**src/design/hpsc_pkg.sv**
```systemverilog
package hpsc_pkg;

   localparam int SLOT_COUNT   = 512;
   localparam int HINT_BUCKETS = 256;
   localparam int SLOT_BITS    = $clog2(SLOT_COUNT);
   localparam int HINT_BITS    = $clog2(HINT_BUCKETS);
   localparam int CNT_BITS     = SLOT_BITS + 1;
   localparam int SWEEP_COUNT  = (SLOT_COUNT > HINT_BUCKETS) ? SLOT_COUNT : HINT_BUCKETS;
   localparam int SWEEP_BITS   = $clog2(SWEEP_COUNT);
   localparam int QUEUE_DEPTH  = 2;
   localparam int QPTR_BITS    = $clog2(QUEUE_DEPTH);

   localparam logic [16:0] HASH_MUL     = 17'd65437;
   localparam int          HASH_SHIFT_A = 6;
   localparam int          HASH_SHIFT_B = 13;
   localparam logic [7:0]  AGE_WRAP     = 8'hFF;

   typedef enum logic [2:0] {
      OP_REMEMBER   = 3'd0,
      OP_FORGET     = 3'd1,
      OP_UPD_ALL    = 3'd2,
      OP_UPD_SEQ    = 3'd3,
      OP_UPD_AGE    = 3'd4,
      OP_FIND_INODE = 3'd5,
      OP_FIND_SEQ   = 3'd6,
      OP_CLEAR      = 3'd7
   } op_type;

   typedef struct packed {
      logic        valid;
      logic [7:0]  age;
      logic [31:0] tag;
      logic [31:0] seq;
      logic [22:0] pid;
      logic [63:0] inode;
   } entry_type;

   typedef struct packed {
      op_type                 op;
      logic [63:0]            inode;
      logic [31:0]            seq;
      logic [22:0]            pid;
      logic [31:0]            tag;
      logic [SLOT_BITS-1:0]   start;
      logic [HINT_BITS-1:0]   ibkt;
      logic [HINT_BITS-1:0]   sbkt;
   } work_type;

   // multiply-shift hash; only the low bucket bits of the product matter
   function automatic logic [HINT_BITS-1:0] bucket_of(input logic [63:0] v);
      logic [HINT_BITS-1:0] prod;
      prod = HINT_BITS'(v[HINT_BITS-1:0] * HASH_MUL);
      return prod + HINT_BITS'(v >> HASH_SHIFT_A) + HINT_BITS'(v >> HASH_SHIFT_B);
   endfunction

endpackage

```
**src/design/hpsc_req_if.sv**
```systemverilog
interface hpsc_req_if;
   logic        valid;
   logic        ready;
   logic [2:0]  cmd;
   logic [63:0] inode_key;
   logic [31:0] seq_value;
   logic [22:0] proc_id;
   logic [31:0] path_tag;
   logic [8:0]  start_slot;

   modport source (output valid, cmd, inode_key, seq_value, proc_id, path_tag, start_slot,
                   input ready);
   modport sink (input valid, cmd, inode_key, seq_value, proc_id, path_tag, start_slot,
                 output ready);
endinterface

```
**src/design/hpsc_front.sv**
```systemverilog
module hpsc_front
   import hpsc_pkg::*;
(
   hpsc_req_if.sink    req_ch,
   input  logic        q_full,
   output logic        q_push,
   output work_type    q_word
);

   assign req_ch.ready = !q_full;
   assign q_push       = req_ch.valid && !q_full;

   // classify the command and hash both keys up front
   always_comb begin
      q_word.op    = op_type'(req_ch.cmd);
      q_word.inode = req_ch.inode_key;
      q_word.seq   = req_ch.seq_value;
      q_word.pid   = req_ch.proc_id;
      q_word.tag   = req_ch.path_tag;
      q_word.start = SLOT_BITS'(req_ch.start_slot);
      q_word.ibkt  = bucket_of(req_ch.inode_key);
      q_word.sbkt  = bucket_of({32'd0, req_ch.seq_value});
   end

endmodule

```
**src/flat_wrapper.sv**
```systemverilog
// flat-port wrapper written by rule: the top's interface ports become plain ports
module hpsc_front_flat import hpsc_pkg::*;
  (q_full, q_push, q_word, req_ch_valid, req_ch_cmd, req_ch_inode_key, req_ch_seq_value, req_ch_proc_id, req_ch_path_tag, req_ch_start_slot, req_ch_ready);
  hpsc_req_if req_ch_i ();
  input  logic q_full;
  output logic q_push;
  output work_type q_word;
  input wire logic [$bits(req_ch_i.valid)-1:0] req_ch_valid;
  input wire logic [$bits(req_ch_i.cmd)-1:0] req_ch_cmd;
  input wire logic [$bits(req_ch_i.inode_key)-1:0] req_ch_inode_key;
  input wire logic [$bits(req_ch_i.seq_value)-1:0] req_ch_seq_value;
  input wire logic [$bits(req_ch_i.proc_id)-1:0] req_ch_proc_id;
  input wire logic [$bits(req_ch_i.path_tag)-1:0] req_ch_path_tag;
  input wire logic [$bits(req_ch_i.start_slot)-1:0] req_ch_start_slot;
  output wire logic [$bits(req_ch_i.ready)-1:0] req_ch_ready;
  assign req_ch_i.valid = req_ch_valid;
  assign req_ch_i.cmd = req_ch_cmd;
  assign req_ch_i.inode_key = req_ch_inode_key;
  assign req_ch_i.seq_value = req_ch_seq_value;
  assign req_ch_i.proc_id = req_ch_proc_id;
  assign req_ch_i.path_tag = req_ch_path_tag;
  assign req_ch_i.start_slot = req_ch_start_slot;
  assign req_ch_ready = req_ch_i.ready;
  hpsc_front u_core (.req_ch(req_ch_i), .q_full(q_full), .q_push(q_push), .q_word(q_word));
endmodule
```
**config.mk**
```make
export PLATFORM = sky130hd
export DESIGN_NAME = hpsc_front_flat
export DESIGN_NICKNAME = d
export VERILOG_FILES = /design/src/design/hpsc_pkg.sv /design/src/design/hpsc_req_if.sv /design/src/design/hpsc_front.sv /design/src/flat_wrapper.sv
export SDC_FILE = /design/constraint.sdc
export NUM_CORES = 1
export LEC_CHECK = 0
export ABC_AREA = 1
export BUFFER_PORTS_ARGS = -buffer_cell sky130_fd_sc_hd__buf_2
export CORE_AREA = 2 2 134 136
export DETAILED_ROUTE_END_ITERATION = 8
export DIE_AREA = 0 0 136 138
export PLACE_DENSITY = 0.63
export SYNTH_ARGS = -nofsm -noshare
export SYNTH_HDL_FRONTEND = slang
export SYNTH_SLANG_ARGS = --single-unit
```
**constraint.sdc**
```tcl
create_clock -name vclk -period 4
set_clock_uncertainty 0.15 [all_clocks]
set_input_delay 0.2 -clock vclk [all_inputs]
set_output_delay 0.2 -clock vclk [all_outputs]
set_load 0.005 [all_outputs]
```
==> impl_summary.txt <==
----------------------------------------------------
[Outcome]
  Result of the run ... finished with violations
  Failing checks ... negative setup slack

[Routing]
  Detailed-route wire length ... 6980 microns
  Iteration-0 DRC Markers ... 44
  Via total after detailed routing ... 2,319
  Drt pass-1 iters ... 4
  Vias per cell ... 3.54
  DRC Markers ... 0
  Average wire per standard cell ... 10.7 microns
  Post-DRT Antenna Nets ... 0

[Cells and area]
  Most common cell after layout, fill and taps aside ... buf_2
  Area taken by flip-flops and latches ... 0 sq um
  Combined area of the multi-input logic cells ... 1980 sq um
  Final Instance Count excl. Fillers ... 655
  Syn-to-layout area delta ... -0.0366%
  Final core utilization ... 0.195
  Filler cell count ... 1,989
  Total Nets Final ... 677
  Commonest non-fill, non-tap cells in the layout ... buf_2 (94), inv_1 (78), nand2_1 (67)
  Cell area after layout ... 3420 sq um
  CLK BUF ... 0
  Num sequential ... 0
  Proportion of layout cells with a drive suffix above 1 ... 0.408
  Number of inserted diodes ... 0

[Setup path]
  Required time of the critical path ... 3650 ps
  CP max FO ... 3
  Slowest cell on the critical path ... fa_1
  CP Capture Type ... output pin
  Critical path arrival ... 3680 ps
  Crit-path max cell delay ... 520 ps
  Series of cell instances along the critical path ... buf_6, inv_2, fa_1, inv_1, ha_1, inv_1, fa_1, inv_2, fa_1, inv_1, fa_1, inv_2, ha_4, a21oi_2, o21ai_2, a31oi_4, inv_1, nand2_1, nand2_1, buf_2
  Startpoint types ... primary input
  Timing startpoint of the critical path ... req_ch_seq_value[4]
  Setup CP Type ... in2out

[Floorplanning]
  Die width ... 136 microns
  Chip Height ... 138 microns
  Placement row count ... 49
  Area enclosed by the die boundary ... 18,800 sq um
  Core area ... 17,500 sq um
  Initial standard-cell utilization of the core ... 0.195
  # IOs ... 346

[STA]
  Relative max-transition margin ... 0.826
  Min cycle time layout ... 4030 ps
  Setup-failing EPs final ... 2
  Transition at the pin with the smallest max-transition slack ... 261 ps
  Achievable frequency ... 248 MHz
  Setup repair after global routing missed its margin ... yes
  Number of max-slew violations in the final report ... 0
  Least setup slack across all paths after layout ... -34.9 ps
  Final hold vios ... 0
  Final clock period utilization by the worst path ... 1.01

[Run]
  Max-Cap Viols ... 0

[Synthesis]
  Area leader, netlist ... buf_4
  Synthesized area per cell ... 7.39 sq um
  Share of the synthesized area in the top cell type ... 0.358
  Distinct cell type count after synthesis ... 18
  Sequential area share after synthesis ... 0
  Synth Cell Area ... 3420 sq um
  Top post-synthesis cells by area ... buf_4 (36%), ha_1 (20%), fa_1 (18%)
  Gate count after technology mapping ... 463
  Synth Warn # ... 0
  Syn_nets ... 712

[Placement]
  Port Buffers ... 104
  Placed insts ... 654
  Total placed instance area ... 3160 sq um
  Post-DP HPWL ... 6180 microns
  Pre-CTS WS ... -318 ps
  Final weighted congestion in routability-driven placement ... 0.786

[Power and ir drop]
  Worst voltage drop across the vdd grid ... 0.000231 V
  Cell area power density ... 489 nW/um^2
  Leak pwr ... 2.02 nW

[Global routing]
  Number of global-route vias before repair ... 2,251
  Gr usage total ... 0.0697
  GRT Residual Overflow ... 0
  First-pass GRT wire length ... 10,900 microns
  Maximum number of pins on one net before global-route repair ... 6
  Number of antenna violations at the first check in global routing ... 0

[Clock network]
  Number of buffers inserted for hold repair after clock tree synthesis ... 0

[Worst hold path]
  Hold Path Origin ... req_ch_inode_key[24]
  Min-Delay Path Class ... in2out

----------------------------------------------------
-- path summary, 6_finish.rpt --
| path | endpoint | slack (ps) | depth (start not counted) |
|---|---|---|---|
| worst max-delay path | q_word[7] | -30 | 20 |
| worst min-delay path | q_word[136] | 250 | 0 |
-- cell families after synthesis --
group,Yosys count,synth area share
AO/OA/AOI/OAI,10,0.0183
XOR/XNOR,11,0.0282
adder cells (fa/ha/maj),84,0.373
buffers and inverters,263,0.468
AND/OR/NAND/NOR,95,0.113
-- worst max-delay path, delay by kind of cell --
| kind | cells | cell delay [ps] |
|---|---|---|
| adder cells (fa/ha/maj) | 6 | 2480 |
| AND/OR/NAND/NOR | 2 | 110 |
| AO/OA/AOI/OAI | 3 | 400 |
| buffers and inverters | 9 | 500 |
-- power by group --
part	internal [mW]	switching, mW
combinational	0.820	0.852
sequential	0	0
clock	0	0
-- layer usage --
| metal | share of wire | vias up | track usage |
|---|---|---|---|
| met3 | 0.075 | 80 | 0.0136 |
| met5 | 0 | - | 0 |
| li1 | - | 1138 | - |
| met1 | 0.37 | 1026 | 0.0785 |
| met4 | 0.063 | 0 | 0.0461 |
| met2 | 0.50 | 75 | 0.118 |
-- timing repair --
item / 4_1_cts / 5_1_grt
hold endpoints to repair: 0 / 0
setup endpoints to repair: 4 / 6
gates resized for setup: 27 / 43
buffers inserted: 0 / 1
pin swaps: 26 / 38
-- per-stage QoR --
step,total power [mW],hold slack (ps),setup TNS (ps)
2_1_floorplan,0.983,277,0
3_3_place_gp,1.39,250,-643
3_5_place_dp,1.42,250,-767
4_1_cts,1.56,250,-127
5_1_grt,1.89,250,-484
6_report,1.67,250,-55.8
-- synth_stat cells --
cell      number
inv_2          1
o21ai_0        1
nand3_1       13
fa_1          30
inv_1         99
nor2_1         5
nand4_1        1
xnor2_1        5
nand2_2        1
a21oi_1        4
nand2_1       73
nand3b_1       2
buf_4        163
a21o_1         1
ha_1          54
a31oi_1        2
a21oi_2        2
xor2_1         6
-- layout make-up --
cell class	instances	area share
tap	229	0.0838
multi-input combinational	200	0.578
inverter	100	0.113
timing repair buffer	126	0.224
(Power assumes the default switching activity.)
