`config.mk`:
```
export PLATFORM = sky130hd
export DESIGN_NAME = hpsc_queue
export DESIGN_NICKNAME = d
export VERILOG_FILES = /design/src/design/hpsc_pkg.sv /design/src/design/hpsc_queue.sv
export SDC_FILE = /design/constraint.sdc
export NUM_CORES = 1
export LEC_CHECK = 0
export BUFFER_PORTS_ARGS = -buffer_cell sky130_fd_sc_hd__buf_2
export CAP_MARGIN = 20
export CORE_MARGIN = 2
export CORE_UTILIZATION = 50
export CTS_CLUSTER_DIAMETER = 150
export DETAILED_ROUTE_END_ITERATION = 8
export PLACE_DENSITY = 0.78
export SYNTH_ARGS = -nofsm -noshare
export SYNTH_HDL_FRONTEND = slang
export SYNTH_SLANG_ARGS = --single-unit
```
`constraint.sdc`:
```
create_clock -name clock -period 13.7 [get_ports clock]
set_input_delay 3.425 -clock clock [delete_from_list [all_inputs] [get_ports clock]]
set_output_delay 3.425 -clock clock [all_outputs]
set_load 0.005 [all_outputs]
```
`src/design/hpsc_pkg.sv`:
```
package hpsc_pkg;

   localparam int SLOT_COUNT   = 512;
   localparam int HINT_BUCKETS = 256;
   localparam int SLOT_BITS    = $clog2(SLOT_COUNT);
   localparam int HINT_BITS    = $clog2(HINT_BUCKETS);
   localparam int CNT_BITS     = SLOT_BITS + 1;
   localparam int SWEEP_COUNT  = (SLOT_COUNT > HINT_BUCKETS) ? SLOT_COUNT : HINT_BUCKETS;
   localparam int SWEEP_BITS   = $clog2(SWEEP_COUNT);
   localparam int QUEUE_DEPTH  = 2;
   localparam int QPTR_BITS    = $clog2(QUEUE_DEPTH);

   localparam logic [16:0] HASH_MUL     = 17'd65437;
   localparam int          HASH_SHIFT_A = 6;
   localparam int          HASH_SHIFT_B = 13;
   localparam logic [7:0]  AGE_WRAP     = 8'hFF;

   typedef enum logic [2:0] {
      OP_REMEMBER   = 3'd0,
      OP_FORGET     = 3'd1,
      OP_UPD_ALL    = 3'd2,
      OP_UPD_SEQ    = 3'd3,
      OP_UPD_AGE    = 3'd4,
      OP_FIND_INODE = 3'd5,
      OP_FIND_SEQ   = 3'd6,
      OP_CLEAR      = 3'd7
   } op_type;

   typedef struct packed {
      logic        valid;
      logic [7:0]  age;
      logic [31:0] tag;
      logic [31:0] seq;
      logic [22:0] pid;
      logic [63:0] inode;
   } entry_type;

   typedef struct packed {
      op_type                 op;
      logic [63:0]            inode;
      logic [31:0]            seq;
      logic [22:0]            pid;
      logic [31:0]            tag;
      logic [SLOT_BITS-1:0]   start;
      logic [HINT_BITS-1:0]   ibkt;
      logic [HINT_BITS-1:0]   sbkt;
   } work_type;

   // multiply-shift hash; only the low bucket bits of the product matter
   function automatic logic [HINT_BITS-1:0] bucket_of(input logic [63:0] v);
      logic [HINT_BITS-1:0] prod;
      prod = HINT_BITS'(v[HINT_BITS-1:0] * HASH_MUL);
      return prod + HINT_BITS'(v >> HASH_SHIFT_A) + HINT_BITS'(v >> HASH_SHIFT_B);
   endfunction

endpackage

```
`src/design/hpsc_queue.sv`:
```
module hpsc_queue
   import hpsc_pkg::*;
(
   input  logic     clock,
   input  logic     reset,
   input  logic     push,
   input  work_type push_word,
   output logic     full,
   input  logic     pop,
   output logic     not_empty,
   output work_type head
);

   work_type               q_ff [QUEUE_DEPTH];
   logic [QPTR_BITS-1:0]   wr_ff, wr_in;
   logic [QPTR_BITS-1:0]   rd_ff, rd_in;
   logic [QPTR_BITS:0]     cnt_ff, cnt_in;

   assign full      = (cnt_ff == (QPTR_BITS+1)'(QUEUE_DEPTH));
   assign not_empty = (cnt_ff != '0);
   assign head      = q_ff[rd_ff];

   always_comb begin
      wr_in  = push ? QPTR_BITS'(wr_ff + 1'b1) : wr_ff;
      rd_in  = pop  ? QPTR_BITS'(rd_ff + 1'b1) : rd_ff;
      cnt_in = cnt_ff + (QPTR_BITS+1)'(push) - (QPTR_BITS+1)'(pop);
   end

   always_ff @(posedge clock) begin
      if (push) begin
         q_ff[wr_ff] <= push_word;
      end
   end

   always_ff @(posedge clock) begin
      if (reset) begin
         wr_ff  <= '0;
         rd_ff  <= '0;
         cnt_ff <= '0;
      end else begin
         wr_ff  <= wr_in;
         rd_ff  <= rd_in;
         cnt_ff <= cnt_in;
      end
   end

endmodule

```
==> results of run 1 <==
## sequential cells by signal, summed over array words and instances, names as in the netlist, named ones only
name and cells:
cnt_ff 2, q_ff 358, rd_ff 1, wr_ff 1
## power groups by stage
stage | logic, W | clock network [W] | registers (W)
global route | 0.000284 | 0.00106 | 0.00132
CTS | 0.000268 | 0.00102 | 0.00132
global placement | 0.000261 | 0 | 0.00134
finish | 0.000262 | 0.000995 | 0.00132
floorplan | 0.000156 | 0 | 0.00135
detailed placement | 0.000266 | 0 | 0.00134
## kinds of logic (layout without fill, tap and decap cells)
group / count (synthesis) / in the layout / synth area share (%)
multiplexers: 179 / 179 / 17.6
AND/OR/NAND/NOR: 9 / 9 / 0.342
XOR/XNOR: 3 / 3 / 0.296
other: 0 / 3 / 0
flip-flops: 363 / 363 / 80.1
buffers and inverters: 22 / 434 / 1.44
adder cells (fa/ha/maj): 2 / 2 / 0.185
## routing by layer
metal	wire length, um	up-vias	GRT usage [%]	part of all wire [%]
met1	9680	3254	21.1	38
met4	855	6	6.93	3.3
met5	42	-	0	0.16
met3	2190	60	5.47	8.5
met2	12900	310	29.3	50
li1	-	3082	-	-
## final cells by class
type / count / area, um^2
Clock inverter: 18 / 239
Tap cell: 341 / 427
Antenna cell: 3 / 7.51
Inverter: 2 / 7.51
Sequential cell: 363 / 10900
Timing Repair Buffer: 369 / 1870
Multi-Input combinational cell: 193 / 2510
Clock buffer: 45 / 956
Fill cell: 1898 / 9920
## placed cells by master (no fill, tap or decap), drive strengths merged
cell      n
and2      1
xnor3     1
nor2b     3
clkbuf   45
inv       3
xnor2     2
bufinv    6
dfxtp     5
diode     3
clkinv   11
buf     369
mux2    179
ha        2
or2       1
nor2      4
edfxtp  358
## final timing paths
| check | to | cells past startpoint | start |
|---|---|---|---|
| max | head[95] | 4 | register |
| min | register | 2 | rd_ff |
| max reg2reg | q_ff[1][132] | 2 | wr_ff |
| min reg2reg | register | 2 | rd_ff |
## critical path, stage by stage, from the launching register on
cell and delay, ns:
dfxtp_4 0.48, buf_4 0.68, buf_4 0.83, mux2_4 0.36
buf_2 0.13
## through the flow
step	hold WS [ns]	cells	worst slack, ns	util, %	cell area, um^2
finish	0.534	1334	7.21	63.0	16900
global route	0.580	1334	7.01	63.0	16900
CTS	0.544	1331	7.15	62.9	16900
detailed placement	0.502	1268	7.69	58.5	15700
global placement	0.496	1268	7.74	58.5	15700
floorplan	0.480	578	1.81	-	13500
==> results.toml, run 1 <==
[pwr]
pwr-share-seq_pct = 51.2
p_leak_nw = 6.56
intPower_w = 0.00205
ir_drop_uv = 114
finalPower_w = 0.00258
power.switching_w = 0.000527
clkPwrFrac_pct = 38.6
powerDensity_nw_per_um2 = 153
pwr-share-comb_pct = 10.2
swShare_pct = 20.5

[place]
gp_congestion = 0.744
hpwlAfterDp_mm = 16.9
io_buffers = 363

[run_status]
status = "complete, no violations"

[clock_tree]
numCtsBuffers = 37
insertion_delay_ns = 0.50
cts_num_sinks = 363
cts_tree = "yes"
cts-root-buf = "clkbuf_16"
hold_buffers = 0
cts_buffer_depth = 3
cts_max_level = 2
cts_setup_buffers = 0
clkSlewWorstSetupHoldPaths_ns = 0.06
cts_resized = 0

[global_route]
antenna_found_initial = 7
grt_max_degree = 180
grt_pass1_wl_mm = 37.7
track_usage_pct = 17.4
overflow = 0
grt_pass1_vias = 6825

[yosys]
ys_seq_elements = 363
synthArstFlopShare_pct = 0
synth_commonest_cells = "358 x edfxtp_1, 100 x mux2_4, 79 x mux2_2, 14 x buf_6, 6 x buf_2"
yosys-top-cells-area = "edfxtp_1 79%, mux2_4 11%, mux2_2 6.6%"
yosys_warnings = 0
synth_top_area_cell = "edfxtp_1"
syn-cell-area_um2 = 13500
syn_inst = 578
yosys.area.top_type_share_pct = 79.3
ys.flop_type = "edfxtp_1"
synth-edff-count = 358
ys_seq_area_share_pct = 80.1
yosysUniqueCellTypes = 14
yosysMostFrequentCell = "edfxtp_1"
syn_nets = 763
avgSynthCellArea_um2 = 23.4

[critical_path]
path_max_fanout = 52
end_kind = "output port"
crit_type = "register to output port"
worstPathRequired_ns = 10.27
cp-start-kind = "register"
crit_arrival_ns = 3.07
r2r_setup_slack_ns = 11.50

[floorplan]
die_h_um = 169
core_um2 = 26800
die_w_um = 169
die_area_um2 = 28400
std_cell_rows = 60
io_pins = 364
start_util_pct = 50.6

[run]
drv_cap = 0

[layout]
area_growth_pct = 24.6
nets = 1151
drive_gt1_share_pct = 60.6

[timing]
finalSetupViolations = 0
fmax_ghz = 0.154
tns_ns = 0
hold_viol_final = 0
drv_slew = 0
relSlewSlack_pct = 27.7
rsz0062_at_grt = "false"
skew_ns = 0.00889
fin_crit_sh_pct = 47.4
tightest_slew_ns = 1.09
min_period_ns = 6.49

[detailed_routing]
viasPerCell = 5.03
wl_per_cell_um = 19.2
vias = 6712
drt-total-wl_mm = 25.7
antenna_left = 0
route.detailed.drc = 0
dr.first_iter.drc_count = 531
dr.pass1.iters = 4

[min_path]
hp-class = "register to register"
Note: power is estimated with default switching activity, not from simulation.
==> inputs of run 2 (changes only) <==
Clock period 13.7 ns to 6.7 ns, I/O delays scaled along.
==> run 2 against run 1 <==
Compared with the run above:
- cell count is essentially flat
- combinational power grew 110%
- clock skew grew 0.0040 ns
- count of clock-buffer cells in the layout grew 6
- register-to-register slack lost 7.0 ns
- setup slack lost 4.6 ns
- sequential power grew 100%
==> results.toml, run 2 (synthesis results as in run 1) <==
[run_status]
status = "complete, no violations"

[floorplan]
io_pins = 364
die_h_um = 169
core_um2 = 26800
std_cell_rows = 60
start_util_pct = 50.6
die_area_um2 = 28400
die_w_um = 169

[timing]
tightest_slew_ns = 0.869
rsz0062_at_grt = "false"
skew_ns = 0.0129
hold_viol_final = 0
tns_ns = 0
min_period_ns = 4.06
relSlewSlack_pct = 42.0
fmax_ghz = 0.246
fin_crit_sh_pct = 60.6
finalSetupViolations = 0
drv_slew = 0

[layout]
utilization_pct = 62.6
layout_common_cells = "363 x buf_2, 358 x edfxtp_1, 100 x mux2_4, 79 x mux2_2, 37 x clkbuf_16"
layout.area.seq_um2 = 10900
nets = 1153
top_register = "q_ff"
final_common_cell = "buf_2"
area_growth_pct = 23.8
top_regs = "q_ff x358, cnt_ff x2"
num-fill-cells = 1886
drive_gt1_share_pct = 60.2
multiInputGateArea_um2 = 2510
largest_register_ffs = 358

[clock_tree]
cts_num_sinks = 363
hold_buffers = 0
cts_tree = "yes"
clkSlewWorstSetupHoldPaths_ns = 0.06
cts_setup_buffers = 0
cts-root-buf = "clkbuf_16"
cts_buffer_depth = 3
insertion_delay_ns = 0.50
numCtsBuffers = 37
cts_resized = 0
cts_max_level = 2

[detailed_routing]
drt-total-wl_mm = 25.8
dr.first_iter.drc_count = 491
viasPerCell = 5.06
dr.pass1.iters = 6
vias = 6740
route.detailed.drc = 0
wl_per_cell_um = 19.3
antenna_left = 0

[global_route]
overflow = 0
grt_pass1_wl_mm = 38.0
grt_pass1_vias = 6919
grt_max_degree = 104
use_met2_pct = 29.2
busiest_layer = "met2"
use_met3_pct = 6.45
antenna_found_initial = 2
track_usage_pct = 17.4
grtUsageMet1_pct = 20.6

[critical_path]
cp-start-kind = "register"
cpMaxStageDelayCell = "buf_4"
worstPathRequired_ns = 5.03
end_kind = "output port"
crit_arrival_ns = 2.38
crit_type = "register to output port"
crit_chain = "buf_4, mux2_2, buf_2"
worst_path_largest_cell_delay_ns = 0.72
path_max_fanout = 58

[place]
io_buffers = 363
hpwlAfterDp_mm = 17.3
gp_congestion = 0.741

[pwr]
ir_drop_uv = 205
powerDensity_nw_per_um2 = 302
p_leak_nw = 6.50

[run]
drv_cap = 0

[min_path]
hp-class = "register to register"
-- run 2: area by class of cell --
class	instances	area share, %
sequential	363	64.7
multi-input combinational	193	15.0
timing repair buffer	371	11.3
clock buffer	51	5.89
tap	341	2.54
clock inverter	10	0.440
inverter	2	0.0448
antenna	2	0.0298
-- run 2: path summary, 6_finish.rpt --
kind | from | endpoint | slack [ns] | cells past startpoint
setup / recovery | register | head[166] | 2.64 | 3
hold reg to reg | rd_ff | register | 0.52 | 2
setup reg to reg | wr_ff | q_ff[1][133] | 4.51 | 2
hold / removal | rd_ff | register | 0.52 | 2
-- run 2: report_power, final --
group	total, W	leakage, nW	internal (W)	switching (W)
combinational	0.000544	2.59	0.000292	0.000252
clock	0.00182	0.511	0.00106	0.000761
sequential	0.00269	3.40	0.00265	0.0000394
total	0.00506	6.50	0.00401	0.00105
-- run 2: stage by stage --
step	setup slack (ns)	hold WS (ns)	instances	power, W	instance area [um^2]
after detailed placement	3.07	0.512	1270	0.00329	15700
after CTS	2.61	0.536	1331	0.00512	16800
after global placement	3.12	0.500	1270	0.00327	15700
after global routing	2.52	0.577	1333	0.00525	16800
after floorplan	0.419	0.480	578	0.00306	13600
final	2.64	0.523	1333	0.00506	16800
-- run 2: metal layers --
layer	wire length [um]	vias to the layer above
li1	-	3083
met1	10000	3314
met2	12600	294
met3	2460	49
met4	710	0
met5	0	-
-- run 2: worst max-delay path, delay by kind of cell, from the launching register on --
kind	cells	cell delay, ns
buffers and inverters	2	0.86
multiplexers	1	0.43
flip-flops	1	0.52
